$ cat src/rtl/wtw_pkg.sv
// shared types, constants and codes for the weekly time window trigger table
package wtw_pkg;

  localparam int TableEntriesDef = 16;
  localparam int MaxResults      = 16;
  localparam int CountW          = $clog2(MaxResults + 1);

  localparam logic OpTick  = 1'b0;
  localparam logic OpWrite = 1'b1;

  typedef struct packed {
    logic        operation;
    logic [3:0]  entry_index;
    logic [10:0] start_minute;
    logic [10:0] end_minute;
    logic [6:0]  day_mask;
    logic        entry_enabled;
    logic [7:0]  profile_id;
    logic [10:0] current_minute;
    logic [2:0]  current_day;
  } wtw_in_t;

  typedef struct packed {
    logic [7:0] activated_profile;
    logic       last_of_run;
  } wtw_out_t;

  // stored part of an entry; the enable bit lives in flip-flops
  typedef struct packed {
    logic [10:0] start_minute;
    logic [10:0] end_minute;
    logic [6:0]  day_mask;
    logic [7:0]  profile_id;
  } wtw_entry_t;

  typedef enum logic [1:0] {
    StIdle,
    StWalk,
    StDrain,
    StFinish
  } wtw_state_e;

  typedef struct packed {
    logic write_en;
    logic load_tick;
    logic rd_en;
    logic finish;
  } wtw_cmd_t;

endpackage

$ cat src/rtl/wtw_ctrl.sv
// controller: sequences writes and the walk over the table on a tick
module wtw_ctrl #(
  parameter int TABLE_ENTRIES = wtw_pkg::TableEntriesDef,
  parameter int IdxW = (TABLE_ENTRIES > 1) ? $clog2(TABLE_ENTRIES) : 1
) (
  input  logic             clk_i,
  input  logic             rst_ni,
  input  logic             start_i,
  input  logic             operation_i,
  output logic             busy_o,
  output wtw_pkg::wtw_cmd_t cmd_o,
  output logic [IdxW-1:0]  rd_addr_o
);

  localparam logic [IdxW:0] LastIdx = (IdxW + 1)'(TABLE_ENTRIES - 1);

  wtw_pkg::wtw_state_e state_q, state_d;
  logic [IdxW:0] idx_q, idx_d;

  always_ff @(posedge clk_i or negedge rst_ni) begin
    if (!rst_ni) begin
      state_q <= wtw_pkg::StIdle;
      idx_q   <= '0;
    end else begin
      state_q <= state_d;
      idx_q   <= idx_d;
    end
  end

  // next state
  always_comb begin
    state_d = state_q;
    idx_d   = idx_q;
    case (state_q)
      wtw_pkg::StIdle: begin
        idx_d = '0;
        if (start_i && operation_i == wtw_pkg::OpTick) begin
          state_d = wtw_pkg::StWalk;
        end
      end
      wtw_pkg::StWalk: begin
        idx_d = idx_q + (IdxW + 1)'(1);
        if (idx_q == LastIdx) begin
          state_d = wtw_pkg::StDrain;
        end
      end
      wtw_pkg::StDrain:  state_d = wtw_pkg::StFinish;
      wtw_pkg::StFinish: state_d = wtw_pkg::StIdle;
      default:           state_d = wtw_pkg::StIdle;
    endcase
  end

  // outputs
  always_comb begin
    cmd_o     = '0;
    busy_o    = 1'b1;
    rd_addr_o = idx_q[IdxW-1:0];
    case (state_q)
      wtw_pkg::StIdle: begin
        busy_o          = 1'b0;
        cmd_o.write_en  = start_i && (operation_i == wtw_pkg::OpWrite);
        cmd_o.load_tick = start_i && (operation_i == wtw_pkg::OpTick);
      end
      wtw_pkg::StWalk:   cmd_o.rd_en  = 1'b1;
      wtw_pkg::StDrain:  cmd_o.rd_en  = 1'b0;
      wtw_pkg::StFinish: cmd_o.finish = 1'b1;
      default:           busy_o       = 1'b1;
    endcase
  end

endmodule

$ cat src/rtl/wtw_dpath.sv
// datapath: entry store, window match and result sequencing
module wtw_dpath #(
  parameter int TABLE_ENTRIES = wtw_pkg::TableEntriesDef,
  parameter int IdxW = (TABLE_ENTRIES > 1) ? $clog2(TABLE_ENTRIES) : 1
) (
  input  logic              clk_i,
  input  logic              rst_ni,
  input  wtw_pkg::wtw_cmd_t cmd_i,
  input  logic [IdxW-1:0]   rd_addr_i,
  input  wtw_pkg::wtw_in_t  in_i,
  output logic              result_valid_o,
  output wtw_pkg::wtw_out_t result_o
);

  wtw_pkg::wtw_entry_t mem [TABLE_ENTRIES];
  logic [TABLE_ENTRIES-1:0] enabled_q;

  wtw_pkg::wtw_entry_t rd_data_q;
  logic rd_en_q, eval_q;

  logic [10:0] minute_q;
  logic [2:0]  day_q;

  logic       last_valid_q, last_valid_d;
  logic [7:0] last_prof_q, last_prof_d;
  logic       pend_valid_q, pend_valid_d;
  logic [7:0] pend_prof_q, pend_prof_d;
  logic [wtw_pkg::CountW-1:0] count_q, count_d;

  logic [IdxW-1:0] wr_addr;
  logic            wr_in_range;

  assign wr_addr     = IdxW'(in_i.entry_index);
  assign wr_in_range = 32'(in_i.entry_index) < TABLE_ENTRIES;

  // entry store, registered read
  always_ff @(posedge clk_i) begin
    if (cmd_i.write_en && wr_in_range) begin
      mem[wr_addr] <= '{start_minute: in_i.start_minute, end_minute: in_i.end_minute,
                        day_mask: in_i.day_mask, profile_id: in_i.profile_id};
    end
    if (cmd_i.rd_en) begin
      rd_data_q <= mem[rd_addr_i];
    end
    if (cmd_i.load_tick) begin
      minute_q <= in_i.current_minute;
      day_q    <= in_i.current_day;
    end
    pend_prof_q <= pend_prof_d;
    last_prof_q <= last_prof_d;
  end

  always_ff @(posedge clk_i or negedge rst_ni) begin
    if (!rst_ni) begin
      enabled_q    <= '0;
      rd_en_q      <= 1'b0;
      eval_q       <= 1'b0;
      last_valid_q <= 1'b0;
      pend_valid_q <= 1'b0;
      count_q      <= '0;
    end else begin
      if (cmd_i.write_en && wr_in_range) begin
        enabled_q[wr_addr] <= in_i.entry_enabled;
      end
      if (cmd_i.rd_en) begin
        rd_en_q <= enabled_q[rd_addr_i];
      end
      eval_q       <= cmd_i.rd_en;
      last_valid_q <= last_valid_d;
      pend_valid_q <= pend_valid_d;
      count_q      <= count_d;
    end
  end

  // window and day match
  logic day_hit, win_hit, activate;
  logic ge_start, lt_end;

  assign day_hit  = (day_q != 3'd7) && rd_data_q.day_mask[day_q];
  assign ge_start = minute_q >= rd_data_q.start_minute;
  assign lt_end   = minute_q < rd_data_q.end_minute;

  always_comb begin
    if (rd_data_q.end_minute == 11'd0) begin
      win_hit = ge_start;
    end else if (rd_data_q.end_minute < rd_data_q.start_minute) begin
      win_hit = ge_start || lt_end;   // wraps past midnight
    end else begin
      win_hit = ge_start && lt_end;
    end
  end

  assign activate = eval_q && rd_en_q && day_hit && win_hit &&
                    !(last_valid_q && (last_prof_q == rd_data_q.profile_id));

  // results held back one step so the final one can be flagged
  always_comb begin
    last_valid_d   = last_valid_q;
    last_prof_d    = last_prof_q;
    pend_valid_d   = pend_valid_q;
    pend_prof_d    = pend_prof_q;
    count_d        = count_q;
    result_valid_o = 1'b0;
    result_o.activated_profile = pend_prof_q;
    result_o.last_of_run       = 1'b0;
    if (cmd_i.load_tick) begin
      pend_valid_d = 1'b0;
      count_d      = '0;
    end else if (activate) begin
      last_valid_d = 1'b1;
      last_prof_d  = rd_data_q.profile_id;
      if (32'(count_q) < wtw_pkg::MaxResults) begin
        result_valid_o = pend_valid_q;
        pend_valid_d   = 1'b1;
        pend_prof_d    = rd_data_q.profile_id;
        count_d        = count_q + wtw_pkg::CountW'(1);
      end
    end else if (cmd_i.finish) begin
      result_valid_o       = pend_valid_q;
      result_o.last_of_run = 1'b1;
      pend_valid_d         = 1'b0;
    end
  end

endmodule

$ cat src/rtl/weekly_time_window_trigger_table.sv
// top level of the weekly time window trigger table
// a write transfer is accepted while idle; busy stays low and the next item may follow at once
// a tick transfer holds busy through the walk, one read per entry on the single store read
// port, then a drain state to match the last entry and a finish state to flag the final result
// results appear as single-cycle strobes while busy; the receiver cannot stall them
// reset clears all enables and the last activated profile; the store needs no sweep
module weekly_time_window_trigger_table #(
  parameter int TABLE_ENTRIES = wtw_pkg::TableEntriesDef
) (
  input  logic              clk_i,
  input  logic              rst_ni,
  input  logic              start_i,
  output logic              busy_o,
  input  wtw_pkg::wtw_in_t  in_i,
  output logic              result_valid_o,
  output wtw_pkg::wtw_out_t result_o
);

  localparam int IdxW = (TABLE_ENTRIES > 1) ? $clog2(TABLE_ENTRIES) : 1;

  wtw_pkg::wtw_cmd_t cmd;
  logic [IdxW-1:0]   rd_addr;
  logic              start_ok;

  // a transfer only counts while idle
  assign start_ok = start_i && !busy_o;

  // sequencer: walks the entries in index order on a tick
  wtw_ctrl #(
    .TABLE_ENTRIES(TABLE_ENTRIES),
    .IdxW         (IdxW)
  ) u_ctrl (
    .clk_i      (clk_i),
    .rst_ni     (rst_ni),
    .start_i    (start_ok),
    .operation_i(in_i.operation),
    .busy_o     (busy_o),
    .cmd_o      (cmd),
    .rd_addr_o  (rd_addr)
  );

  // store, matcher and output staging
  wtw_dpath #(
    .TABLE_ENTRIES(TABLE_ENTRIES),
    .IdxW         (IdxW)
  ) u_dpath (
    .clk_i         (clk_i),
    .rst_ni        (rst_ni),
    .cmd_i         (cmd),
    .rd_addr_i     (rd_addr),
    .in_i          (in_i),
    .result_valid_o(result_valid_o),
    .result_o      (result_o)
  );

endmodule

$ cat config.mk
export PLATFORM = sky130hd
export DESIGN_NAME = weekly_time_window_trigger_table
export DESIGN_NICKNAME = d
export VERILOG_FILES = /design/src/rtl/wtw_pkg.sv /design/src/rtl/wtw_ctrl.sv /design/src/rtl/wtw_dpath.sv /design/src/rtl/weekly_time_window_trigger_table.sv
export SDC_FILE = /design/constraint.sdc
export NUM_CORES = 1
export LEC_CHECK = 0
export ABC_CLOCK_PERIOD_IN_PS = 6900
export BUFFER_PORTS_ARGS = -buffer_cell sky130_fd_sc_hd__buf_4
export CAP_MARGIN = 15
export CORE_ASPECT_RATIO = 1.1
export CORE_MARGIN = 1.5
export CORE_UTILIZATION = 67
export DETAILED_ROUTE_END_ITERATION = 7
export PLACE_DENSITY_LB_ADDON = 0.2
export SYNTH_ARGS = -nofsm -noshare
export SYNTH_HDL_FRONTEND = slang
export SYNTH_SLANG_ARGS = --single-unit
export TNS_END_PERCENT = 1
$ cat constraint.sdc
create_clock -name clk_i -period 6.9 [get_ports clk_i]
set_clock_uncertainty 0.05 [all_clocks]
set_input_delay 0.345 -clock clk_i [delete_from_list [all_inputs] [get_ports clk_i]]
set_output_delay 0.345 -clock clk_i [all_outputs]
set_load 0.01 [all_outputs]
==> results of run 1 <==
critical path, stage by stage, from the launching register on:
cell       delay, ns
edfxtp_1        0.53
ha_1            0.37
a21oi_1         0.15
o21ai_0         0.17
a221oi_1        0.54
o2111ai_2       0.33
and2_1          0.29
a21oi_1         0.14
buf_4           0.14
routing by layer:
layer  wire, um  global-route usage  up-vias
met5          0                   0        -
met4       1730               0.119        0
met3       5030              0.0525      127
met2      31700               0.531      706
met1      22500               0.407     6769
li1           -                   -     5208
registers in the layout, indices dropped and copies added (netlist names):
signal and flops:
u_dpath.day_q 3, u_dpath.enabled_q 16, u_dpath.eval_q 1, u_dpath.minute_q 11
u_dpath.mem 592, u_dpath.count_q 5, u_dpath.last_valid_q 1, u_ctrl.state_q 2
u_ctrl.idx_q 5, u_dpath.pend_prof_q 8, u_dpath.pend_valid_q 1, u_dpath.rd_en_q 1
u_dpath.rd_data_q 37, u_dpath.last_prof_q 8
stage by stage:
step	worst slack (ns)	power [mW]	instances
final	3.26	10.7	1870
after global routing	3.10	11.0	1870
after CTS	3.28	10.7	1869
after detailed placement	3.57	7.11	1717
after global placement	3.55	7.05	1717
after floorplan	2.44	6.54	1162
cell type report:
type	count	area (um2)
Antenna cell	1	2.50
Timing Repair Buffer	128	1060
Fill cell	1879	8730
Inverter	29	109
Tap cell	507	634
Sequential cell	691	20600
Clock inverter	34	319
Multi-Input combinational cell	396	5990
Clock buffer	84	1830
power groups by stage:
stage | combinational [mW] | clock, mW | sequential [mW]
2_1_floorplan | 1.52 | 0 | 5.02
3_3_place_gp | 1.83 | 0 | 5.21
3_5_place_dp | 1.89 | 0 | 5.21
4_1_cts | 1.95 | 3.63 | 5.13
5_1_grt | 2.08 | 3.77 | 5.16
6_report | 1.94 | 3.59 | 5.14
layout by cell type, fill, tap and decap left out, drive strengths merged, types with 14 or more instances in the layout:
cell type / instances
a21oi: 18
dfrtp: 32
edfxtp: 659
clkbuf: 84
inv: 31
nor2: 21
nand2: 20
o21ai: 14
clkinv: 21
dlygate4sd3: 34
mux4: 191
buf: 94
mux2: 17
ha: 38
final timing paths:
path | start | slack (ns) | to | cells after the start
worst min register to register | u_ctrl.idx_q[4]$_DFFE_PN0P_ | 0.43 | u_ctrl.idx_q[4]$_DFFE_PN0P_ | 2
worst min-delay path | in_i[32] | 0.02 | u_dpath.mem[7][17]$_DFFE_PP_ | 1
min in group asynchronous | rst_ni | 0.19 | u_dpath.count_q[4]$_DFFE_PN0P_ | 2
max in group asynchronous | rst_ni | 6.24 | u_ctrl.idx_q[0]$_DFFE_PN0P_ | 2
worst max register to register | u_ctrl.state_q[0]$_DFFE_PN0P_ | 3.57 | u_dpath.enabled_q[4]$_DFFE_PN0P_ | 7
worst max-delay path | u_dpath.rd_data_q[17]$_DFFE_PP_ | 3.26 | result_valid_o | 8
timing repair:
| action | in CTS | in global routing |
|---|---|---|
| setup buffers | 0 | 0 |
| endpoints found under the hold margin | 282 | 0 |
| resized for setup | 0 | 0 |
| hold buffers | 34 | 0 |
cells by family (layout without fill, tap and decap cells):
family                     Yosys count  in the layout  share of synthesized area
buffers and inverters               75            275                     0.0113
and+or+nand+nor                     82             82                     0.0148
other                                0              1                          0
xor gates and xnor gates             8              8                    0.00262
adders and majority gates           38             38                     0.0178
muxes                              211            211                      0.169
AOI/OAI and AO/OA                   57             57                     0.0150
DFF                                691            691                      0.769
==> results by group, run 1 <==
Cells and area
  • Net count, final: 1410
  • Final Instance Area: 30500 um2
  • Fraction of final layout cells sized beyond drive strength 1: 0.314
  • Final Core Density: 0.778
  • Area growth from synthesis to layout: 14.1%

Yosys
  • Cells after synthesis: 1162
  • Number of flops mapped to enable cells by yosys: 659
  • Register area share after synthesis: 0.769
  • Share of synthesized registers carrying an async set or reset: 0.0463
  • Register bit count reported by yosys: 691
  • Synth Net Count: 1260
  • Cell Area, Synth: between 20000 and 30000 um2
  • Synth cell count leaders: 659 x edfxtp_1, 191 x mux4_2, 38 x ha_1
  • Mean instance size in the synthesized netlist: 23.0 um2
  • Count leader, synth: edfxtp_1
  • Leading area contributor after synthesis: edfxtp_1
  • Area share of the largest cell type after synthesis: 0.740
  • Post-synth top flop: edfxtp_1
  • Synth unique cells: 48
  • Top cells by area, synth: edfxtp_1 74%, mux4_2 16%, dfrtp_1 3.0%
  • Number of synthesis warnings: 0

STA
  • Tightest slew margin relative to the limit: 0.284
  • Count of final hold-check violations: 0
  • Share of the cycle needed by the critical path after routing: 0.527
  • Fin Setup TNS: 0 ns
  • Maximum achievable frequency: 275 MHz
  • Count of endpoints failing setup in the final report: 0
  • Hold WS: 0.0156 ns
  • Unrepaired setup endpoints after global routing: no
  • Transition at the pin with the smallest max-transition slack: approximately 1.1 ns
  • Post-route minimum period: between 3 and 4 ns
  • Final Max Slew Viols: 0

Setup path
  • Kind of start point of the critical path: flip-flop
  • Type of the setup path with the least slack: flip-flop to output port
  • Nature of the critical path endpoint: output port
  • Critical path fanouts, max: 7
  • WP data required: 6.50 ns
  • Critical Path AT: 3.24 ns

Clock network
  • Number of buffers between clock root and the deepest sink: 3
  • Count of H-tree levels built during CTS: 3
  • Sink Count: 691
  • Root buffer cell: clkbuf_16
  • Clock-pin slew of the registers on the worst-case setup and hold paths: around 0.060 ns
  • TritonCTS clock tree: built
  • CTS buffer count: 66
  • Clock latency on the worst-skew pair: 0.59 ns

Detailed routing
  • Number of DRC violations after detailed-routing iteration 0: between 1000 and 1500
  • Number of search-and-repair iterations in the first detailed-routing pass: 7
  • Number of nets with antenna violations after routing: 0
  • Drt drc: 8
  • Routed via count: between 10000 and 15000
  • Routed length per placed instance: 32.6 um
  • DR vias/cell: 6.85
  • DRT Wirelength: about 60000 um

GRT
  • Residual overflow from global routing: 0
  • Maximum number of pins on one net before global-route repair: between 100 and 150
  • Via count of the first global-routing pass: 13600
  • Initial antenna violation count: 1
  • Global router's overall resource usage: 0.310
  • Global-route wire length before repair: 89100 um

Power
  • Max IR drop VDD: 0.359 mV
  • Net switching share of the total power: 0.255
  • Internal power contribution: 7.95 mW
  • Portion of total power attributed to sequential cells: 0.482
  • Part of the power in combinational logic: 0.181
  • Power density cells: 349 nW/um2
  • Leakage power of the design: about 10 nW
  • Clk network pwr share: 0.337
  • Net switching component of the power: between 2 and 3 mW

Die
  • # rows: between 70 and 80
  • Floorplan die height: 213 um
  • Standard cell core area: approximately 40000 um2
  • Die outline width: 194 um
  • DIE AREA: 41100 um2
  • I/O Pins: 71
  • Starting density of the core: 0.681

Flow run
  • Max Cap Violations: 0

Placed design
  • Buffers added on ports: 70
  • Area after DPL: 28100 um2
  • HPWL after detailed placement: 29400 um
  • Final GP Congestion: 0.777

Run status
  • Status: finished, violations left
  • Failing checks: DRC

Hold path
  • Class of the worst hold path: primary input to flip-flop
No activity file was read; power rests on OpenSTA's default activity.
==> inputs of run 2 (changes only) <==
Settings changed: ABC_AREA from default to 1, ABC_CLOCK_PERIOD_IN_PS 6900 to 3500, CORE_UTILIZATION 67 to 62.
Clock period 6.9 ns to 3.5 ns, I/O delays scaled along.
==> run 2 against run 1 <==
Sequential share of layout area decreased by 2.9 points. Routed wire length increased by 13%. Largest cell class unchanged. Worst hold slack about the same. The flow now finishes without violations.
==> results by group, run 2 <==
Run status
  • Status: finished, final reports clean

Detailed routing
  • Number of DRC violations after detailed-routing iteration 0: 2551 (+79%)
  • Routed via count: 18100 (+41%)
  • Number of search-and-repair iterations in the first detailed-routing pass: 6 (-1)
  • DR vias/cell: 6.36 (-7.2%)
  • Routed length per placed instance: 24.2 um (-26%)
  • Drt drc: 0 (-8)
  • DRT Wirelength: 68700 um (+13%)
  • Number of nets with antenna violations after routing: 0 (unchanged)

Setup path
  • Nature of the critical path endpoint: output port
  • WP data required: 3.27 ns (-3.23 ns)
  • Kind of start point of the critical path: flip-flop
  • Worst R2R Start: u_ctrl.state_q[1]$_DFFE_PN0P_
  • Critical Path AT: 2.57 ns (-0.67 ns)
  • Type of the setup path with the least slack: flip-flop to output port
  • Critical path fanouts, max: 5 (-2)
  • Launching instance or port of the critical path: u_dpath.rd_data_q[20]$_DFFE_PP_

Hold path
  • Class of the worst hold path: primary input to asynchronous set/reset pin

STA
  • Count of endpoints failing setup in the final report: 0 (unchanged)
  • Share of the cycle needed by the critical path after routing: 0.798
  • Post-route minimum period: 2.79 ns
  • Maximum achievable frequency: 358 MHz
  • Tightest slew margin relative to the limit: 0.360 (+0.0754)
  • Final Max Slew Viols: 0 (unchanged)
  • Final worst slack: 0.708 ns (-2.55 ns)
  • Count of final hold-check violations: 0 (unchanged)
  • Unrepaired setup endpoints after global routing: no
  • Transition at the pin with the smallest max-transition slack: 0.960 ns (-0.113 ns)
  • Fin Setup TNS: 0 ns (unchanged)

Yosys
  • Mean instance size in the synthesized netlist: 13.3 um2 (-42%)
  • Number of flops mapped to enable cells by yosys: 659 (unchanged)
  • Register area share after synthesis: 0.742 (-0.0272)
  • Register bit count reported by yosys: 691 (unchanged)
  • Top cells by area, synth: edfxtp_1 71%, nor2_1 5.0%, o21ai_0 5.0%
  • Number of synthesis warnings: 0 (unchanged)
  • Post-synth top flop: edfxtp_1
  • Synth Net Count: 2185 (+73%)
  • Synth cell count leaders: 659 x edfxtp_1, 373 x nor2_1, 275 x o21ai_0
  • Leading area contributor after synthesis: edfxtp_1
  • Share of synthesized registers carrying an async set or reset: 0.0463 (unchanged)
  • Cells after synthesis: 2087 (+80%)
  • Area share of the largest cell type after synthesis: 0.713 (-0.0262)
  • Synth unique cells: 40 (-17%)
  • Count leader, synth: edfxtp_1
  • Cell Area, Synth: 27700 um2 (+3.7%)

Cells and area
  • Area growth from synthesis to layout: 15.1%
  • Largest Register: u_dpath.mem
  • Max FFs per register: 592 (unchanged)
  • Final Core Density: 0.721 (-0.0569)
  • Registers with the most flip-flops: u_dpath.mem (592), u_dpath.rd_data_q (37), u_dpath.enabled_q (16)
  • Net count, final: 2305 (+63%)
  • Leading cell type in the layout, fill and taps excluded: edfxtp_1
  • Fraction of final layout cells sized beyond drive strength 1: 0.117 (-0.196)
  • Most frequent cells in the layout: 659 x edfxtp_1, 357 x nor2_1, 275 x o21ai_0, 153 x nand2_1, 114 x o221ai_1
  • Number of standard cells in the layout, taps in and fillers out: 2845 (+52%)

GRT
  • Maximum number of pins on one net before global-route repair: 217 (+72%)
  • Global-route wire length before repair: 104000 um (+17%)
  • Initial antenna violation count: 8 (+7)
  • Residual overflow from global routing: 0 (unchanged)
  • Via count of the first global-routing pass: 17700 (+30%)
  • Global router's overall resource usage: 0.305 (-0.00459)

Placed design
  • Post-Place Setup Slack: 0.751 ns (-2.81 ns)
  • Final GP Congestion: 0.866 (+11%)
  • HPWL after detailed placement: 39600 um (+35%)
  • Buffers added on ports: 70 (unchanged)
  • Cell total after placement: 2663 (+55%)

Power
  • Max IR drop VDD: 0.628 mV (+75%)
  • Leakage power of the design: 11.0 nW (+12%)
  • Overall power: 23.2 mW (+120%)
  • Power density cells: 726 nW/um2 (+110%)

Flow run
  • Max Cap Violations: 0 (unchanged)

Clock network
  • Root buffer cell: clkbuf_16
  • PostCTS Resize Cnt: 0 (unchanged)
  • Sink Count: 691 (unchanged)
  • Number of buffers between clock root and the deepest sink: 3 (unchanged)
  • Count of H-tree levels built during CTS: 3 (unchanged)
  • TritonCTS clock tree: built
  • Clock latency on the worst-skew pair: 0.61 ns (+0.02 ns)
  • Clock-pin slew of the registers on the worst-case setup and hold paths: 0.06 ns (about the same)
  • CTS buffer count: 70 (+6.1%)

Die
  • # rows: 81 (+6.6%)
  • Starting density of the core: 0.626 (-0.0550)
  • I/O Pins: 71 (unchanged)
  • DIE AREA: 46000 um2 (+12%)
  • Floorplan die height: 225 um (+5.8%)
  • Standard cell core area: 44300 um2 (+13%)
  • Die outline width: 205 um (+5.8%)
run 2: cell types whose count changed after synthesis, sizes merged, moves of 35 or more:
cell	before	now
buf	18	64
nor2	21	375
mux4	191	0
nand3	11	62
o221ai	0	114
inv	28	87
o22ai	1	39
o21ai	14	313
clkbuf	28	63
nand2	20	154
run 2: kinds of logic (layout without fill, tap and decap cells):
kind of cell,after synthesis,after routing,synth area share
AND/OR/NAND/NOR,605,605,0.0874
XOR/XNOR,3,3,0.000947
flip-flops,691,691,0.742
buffers and inverters,215,390,0.0345
other,0,2,0
adder cells (fa/ha/maj),38,38,0.0171
AO/OA/AOI/OAI,535,535,0.118
run 2: timing repair:
item                                    in CTS  in global routing
hold buffers                                53                  0
endpoints found under the setup margin       0                  0
buffers inserted                             0                  0
hold endpoints to repair                   639                  0
run 2: path summary, 6_finish.rpt:
check                                              endpoint  slack, ns  cells after the start
setup / recovery                             result_valid_o       0.71                     10
hold reg to reg            u_dpath.enabled_q[1]$_DFFE_PN0P_       0.44                      1
hold / removal                     u_dpath.eval_q$_DFF_PN0_       0.02                      2
setup reg to reg              u_dpath.mem[10][32]$_DFFE_PP_       0.73                      6
min in group clk_i               u_dpath.day_q[0]$_DFFE_PP_       0.06                      3
max in group asynchronous       u_ctrl.idx_q[2]$_DFFE_PN0P_       3.03                      2
run 2: power breakdown:
group	leakage, nW	internal (mW)	switching, mW
sequential	6.35	9.64	0.278
combinational	3.55	1.65	4.00
clock	1.15	4.51	3.09
total	11.0	15.8	7.37
run 2: worst max-delay path, cell delays in order (launching register included):
cell	delay [ns]
edfxtp_1	0.43
ha_1	0.31
nand2_1	0.09
nor2_1	0.07
and2_1	0.15
nand2_1	0.07
nand4_1	0.15
a21oi_2	0.24
nand3_2	0.16
a21oi_2	0.17
buf_4	0.13
run 2: through the flow:
stage          cell area, um2  hold slack, ns
3_5_place_dp            29100           0.101
4_1_cts                 31900         0.00474
6_report                31900          0.0153
5_1_grt                 31900          0.0492
2_1_floorplan           27700          -0.171
3_3_place_gp            29100          0.0961
run 2: final cells by class:
class,count,area [um2]
flip-flops and latches,691,20600
fillers,2828,12400
multi-input cells,1181,6310
clock buffers,93,1940
repair buffers,175,1600
well taps,581,727
clock inverters,34,393
inverters,88,340
diodes,2,5.00
run 2: metal layers:
layer | vias up | GRT usage | wire length, um
met4 | 4 | 0.126 | 2300
met3 | 161 | 0.0533 | 6630
met1 | 8935 | 0.426 | 27000
li1 | 8006 | - | -
met2 | 975 | 0.480 | 32800
met5 | - | 0 | 26
==> inputs of run 3 (changes only) <==
Settings changed: ABC_CLOCK_PERIOD_IN_PS 3500 to 2310, CORE_UTILIZATION 62 to 56.
Clock period 3.5 ns to 2.31 ns, I/O delays scaled along.
==> run 3 against run 2 <==
Core utilization down 4.8 points. Global-route usage down 2.8 points. Register-to-register slack worse by 1.1 ns. Cell count up 4.0%. Via count down 0.12%. Critical path depth unchanged. Cell area up 3.1%. Sequential cell count unchanged. Worst hold slack better by 0.031 ns. Non-clock buffer count up 46. The run now ends with setup timing left. Combinational power up 60%. Largest cell class unchanged.
==> results by group, run 3 (synthesis gave the netlist of run 2 again) <==
Detailed routing
  • Number of nets with antenna violations after routing: 0 (unchanged)
  • Number of search-and-repair iterations in the first detailed-routing pass: 5 (-1)
  • Number of DRC violations after detailed-routing iteration 0: 1980 (-22%)
  • Drt drc: 0 (unchanged)
  • DR vias/cell: 6.10 (-4.0%)
  • DRT Wirelength: 69800 um (+1.5%)
  • Routed via count: 18100 (-0.12%)
  • Routed length per placed instance: 23.6 um (-2.4%)

STA
  • Transition at the pin with the smallest max-transition slack: 0.515 ns (-0.446 ns)
  • Final worst slack: -0.349 ns (-1.06 ns)
  • Post-route minimum period: between 2 and 3 ns
  • Count of final hold-check violations: 0 (unchanged)
  • Unrepaired setup endpoints after global routing: yes
  • Share of the cycle needed by the critical path after routing: 1.15
  • Final Max Slew Viols: 0 (unchanged)
  • Fin Setup TNS: -2.21 ns (-2.21 ns)
  • Maximum achievable frequency: 376 MHz
  • Tightest slew margin relative to the limit: 0.656 (+0.297)
  • Count of endpoints failing setup in the final report: 14 (+14)

Placed design
  • HPWL after detailed placement: 39200 um (-1.1%)
  • Cell total after placement: 2767 (+3.9%)
  • Buffers added on ports: 70 (unchanged)
  • Final GP Congestion: 0.842 (-2.7%)

Setup path
  • Critical Path AT: 2.49 ns (-0.08 ns)
  • Launching instance or port of the critical path: u_dpath.rd_data_q[24]$_DFFE_PP_
  • Critical path fanouts, max: 2 (-3)
  • WP data required: 2.14 ns (-1.13 ns)
  • Kind of start point of the critical path: flip-flop
  • Worst R2R Start: u_dpath.rd_data_q[24]$_DFFE_PP_
  • Type of the setup path with the least slack: flip-flop to output port
  • Nature of the critical path endpoint: output port

Die
  • Starting density of the core: 0.567 (-0.0593)
  • I/O Pins: 71 (unchanged)
  • Standard cell core area: 48900 um2 (+10%)
  • Die outline width: 215 um (+5.1%)
  • # rows: 85 (+4.9%)
  • Floorplan die height: 236 um (+5.2%)
  • DIE AREA: 50900 um2 (+11%)

Clock network
  • Count of H-tree levels built during CTS: 3 (unchanged)
  • Sink Count: 691 (unchanged)
  • Clock-pin slew of the registers on the worst-case setup and hold paths: 0.06 ns (about the same)
  • Clock latency on the worst-skew pair: 0.61 ns (about the same)
  • CTS buffer count: 70 (unchanged)
  • Number of buffers between clock root and the deepest sink: 3 (unchanged)
  • TritonCTS clock tree: built
  • Root buffer cell: clkbuf_16

Cells and area
  • Most frequent cells in the layout: 659 x edfxtp_1, 354 x nor2_1, 275 x o21ai_0, 145 x nand2_1, 115 x buf_4
  • Fill cell count: 3412 (+21%)
  • Leading cell type in the layout, fill and taps excluded: edfxtp_1
  • Number of standard cells in the layout, taps in and fillers out: 2960 (+4.0%)
  • Combined flip-flop and latch cell area: 20600 um2 (unchanged)
  • Area growth from synthesis to layout: 18.7%
  • Fraction of final layout cells sized beyond drive strength 1: 0.140 (+0.0230)
  • Max FFs per register: 592 (unchanged)
  • Largest Register: u_dpath.mem
  • Area of the multi-input gates: 6400 um2 (+1.4%)
  • Registers with the most flip-flops: u_dpath.mem (592), u_dpath.rd_data_q (37), u_dpath.enabled_q (16)
  • Net count, final: 2351 (+2.0%)

Power
  • Power density cells: 1080 nW/um2 (+48%)
  • Max IR drop VDD: 0.723 mV (+15%)
  • Leakage power of the design: 11.4 nW (+3.1%)

GRT
  • Global-route wire length before repair: 106000 um (+1.5%)
  • Global router's overall resource usage: 0.277 (-0.0281)
  • Residual overflow from global routing: 0 (unchanged)
  • Via count of the first global-routing pass: 17800 (+0.51%)
  • Initial antenna violation count: 4 (-4)
  • Maximum number of pins on one net before global-route repair: 82 (-62%)

Run status
  • Status: finished, violations left
  • Failing checks: setup timing

Hold path
  • Class of the worst hold path: primary input to flip-flop
  • Startpoint of the tightest hold check path: start_i

Flow run
  • Max Cap Violations: 0 (unchanged)
-- run 3: final cells by class --
class,count,area share
Tap cell,652,0.0248
Timing Repair Buffer,221,0.0737
Multi-Input combinational cell,1181,0.195
Clock inverter,34,0.0124
Antenna cell,3,0.000228
Inverter,88,0.0105
Sequential cell,691,0.626
Clock buffer,90,0.0580
-- run 3: through the flow --
step / power, mW / instance area [um2] / utilization / setup slack (ns) / hold slack, ns
after floorplan: 20.7 / 27800 / - / -0.238 / -0.230
after CTS: 35.5 / 32900 / 0.672 / -0.318 / 0.00645
after global routing: 37.1 / 32900 / 0.673 / -0.482 / 0.0571
final: 35.5 / 32900 / 0.673 / -0.349 / 0.0466
after global placement: 23.6 / 29800 / 0.610 / 0.0741 / 0.0261
after detailed placement: 23.9 / 29800 / 0.610 / 0.0218 / 0.0347
-- run 3: worst max-delay path, cell delays in order, from the launching register on --
cell and delay [ns]:
edfxtp_1 0.41, ha_1 0.33, nand2_2 0.09, nor2_2 0.05, and2_1 0.15, nand2_2 0.07
nand4_1 0.12, a21oi_2 0.23, nand3_2 0.12, a21oi_2 0.18, buf_4 0.14
-- run 3: per-layer routing --
metal  vias up  track usage  wire length [um]
li1       8105            -                 -
met4         4        0.114              2210
met5         -            0                27
met2       856        0.440             33400
met3       164       0.0484              5870
met1      8931        0.383             28300
-- run 3: worst paths after layout --
| check | depth (start not counted) | slack, ns | endpoint |
|---|---|---|---|
| setup / recovery | 10 | -0.35 | result_valid_o |
| setup reg to reg | 16 | -0.32 | u_dpath.count_q[3]$_DFFE_PN0P_ |
| hold / removal | 6 | 0.05 | u_dpath.count_q[2]$_DFFE_PN0P_ |
| max in group asynchronous | 4 | 1.52 | u_ctrl.idx_q[1]$_DFFE_PN0P_ |
| hold reg to reg | 2 | 0.43 | u_dpath.last_valid_q$_DFFE_PN0P_ |
| min in group asynchronous | 4 | 0.49 | u_dpath.count_q[2]$_DFFE_PN0P_ |
-- run 3: where the power goes --
part | total, mW | switching, mW | internal [mW]
Sequential | 15.0 | 0.426 | 14.6
Clock | 11.4 | 4.58 | 6.85
Combinational | 9.03 | 5.96 | 3.07
Total | 35.5 | 11.0 | 24.5
-- run 3: repair_timing --
item	4_1_cts	5_1_grt
hold buffers	56	0
setup buffers	10	1
setup endpoints to repair	2	297
endpoints found under the hold margin	659	0
pin swaps	20	11
resized for setup	10	14
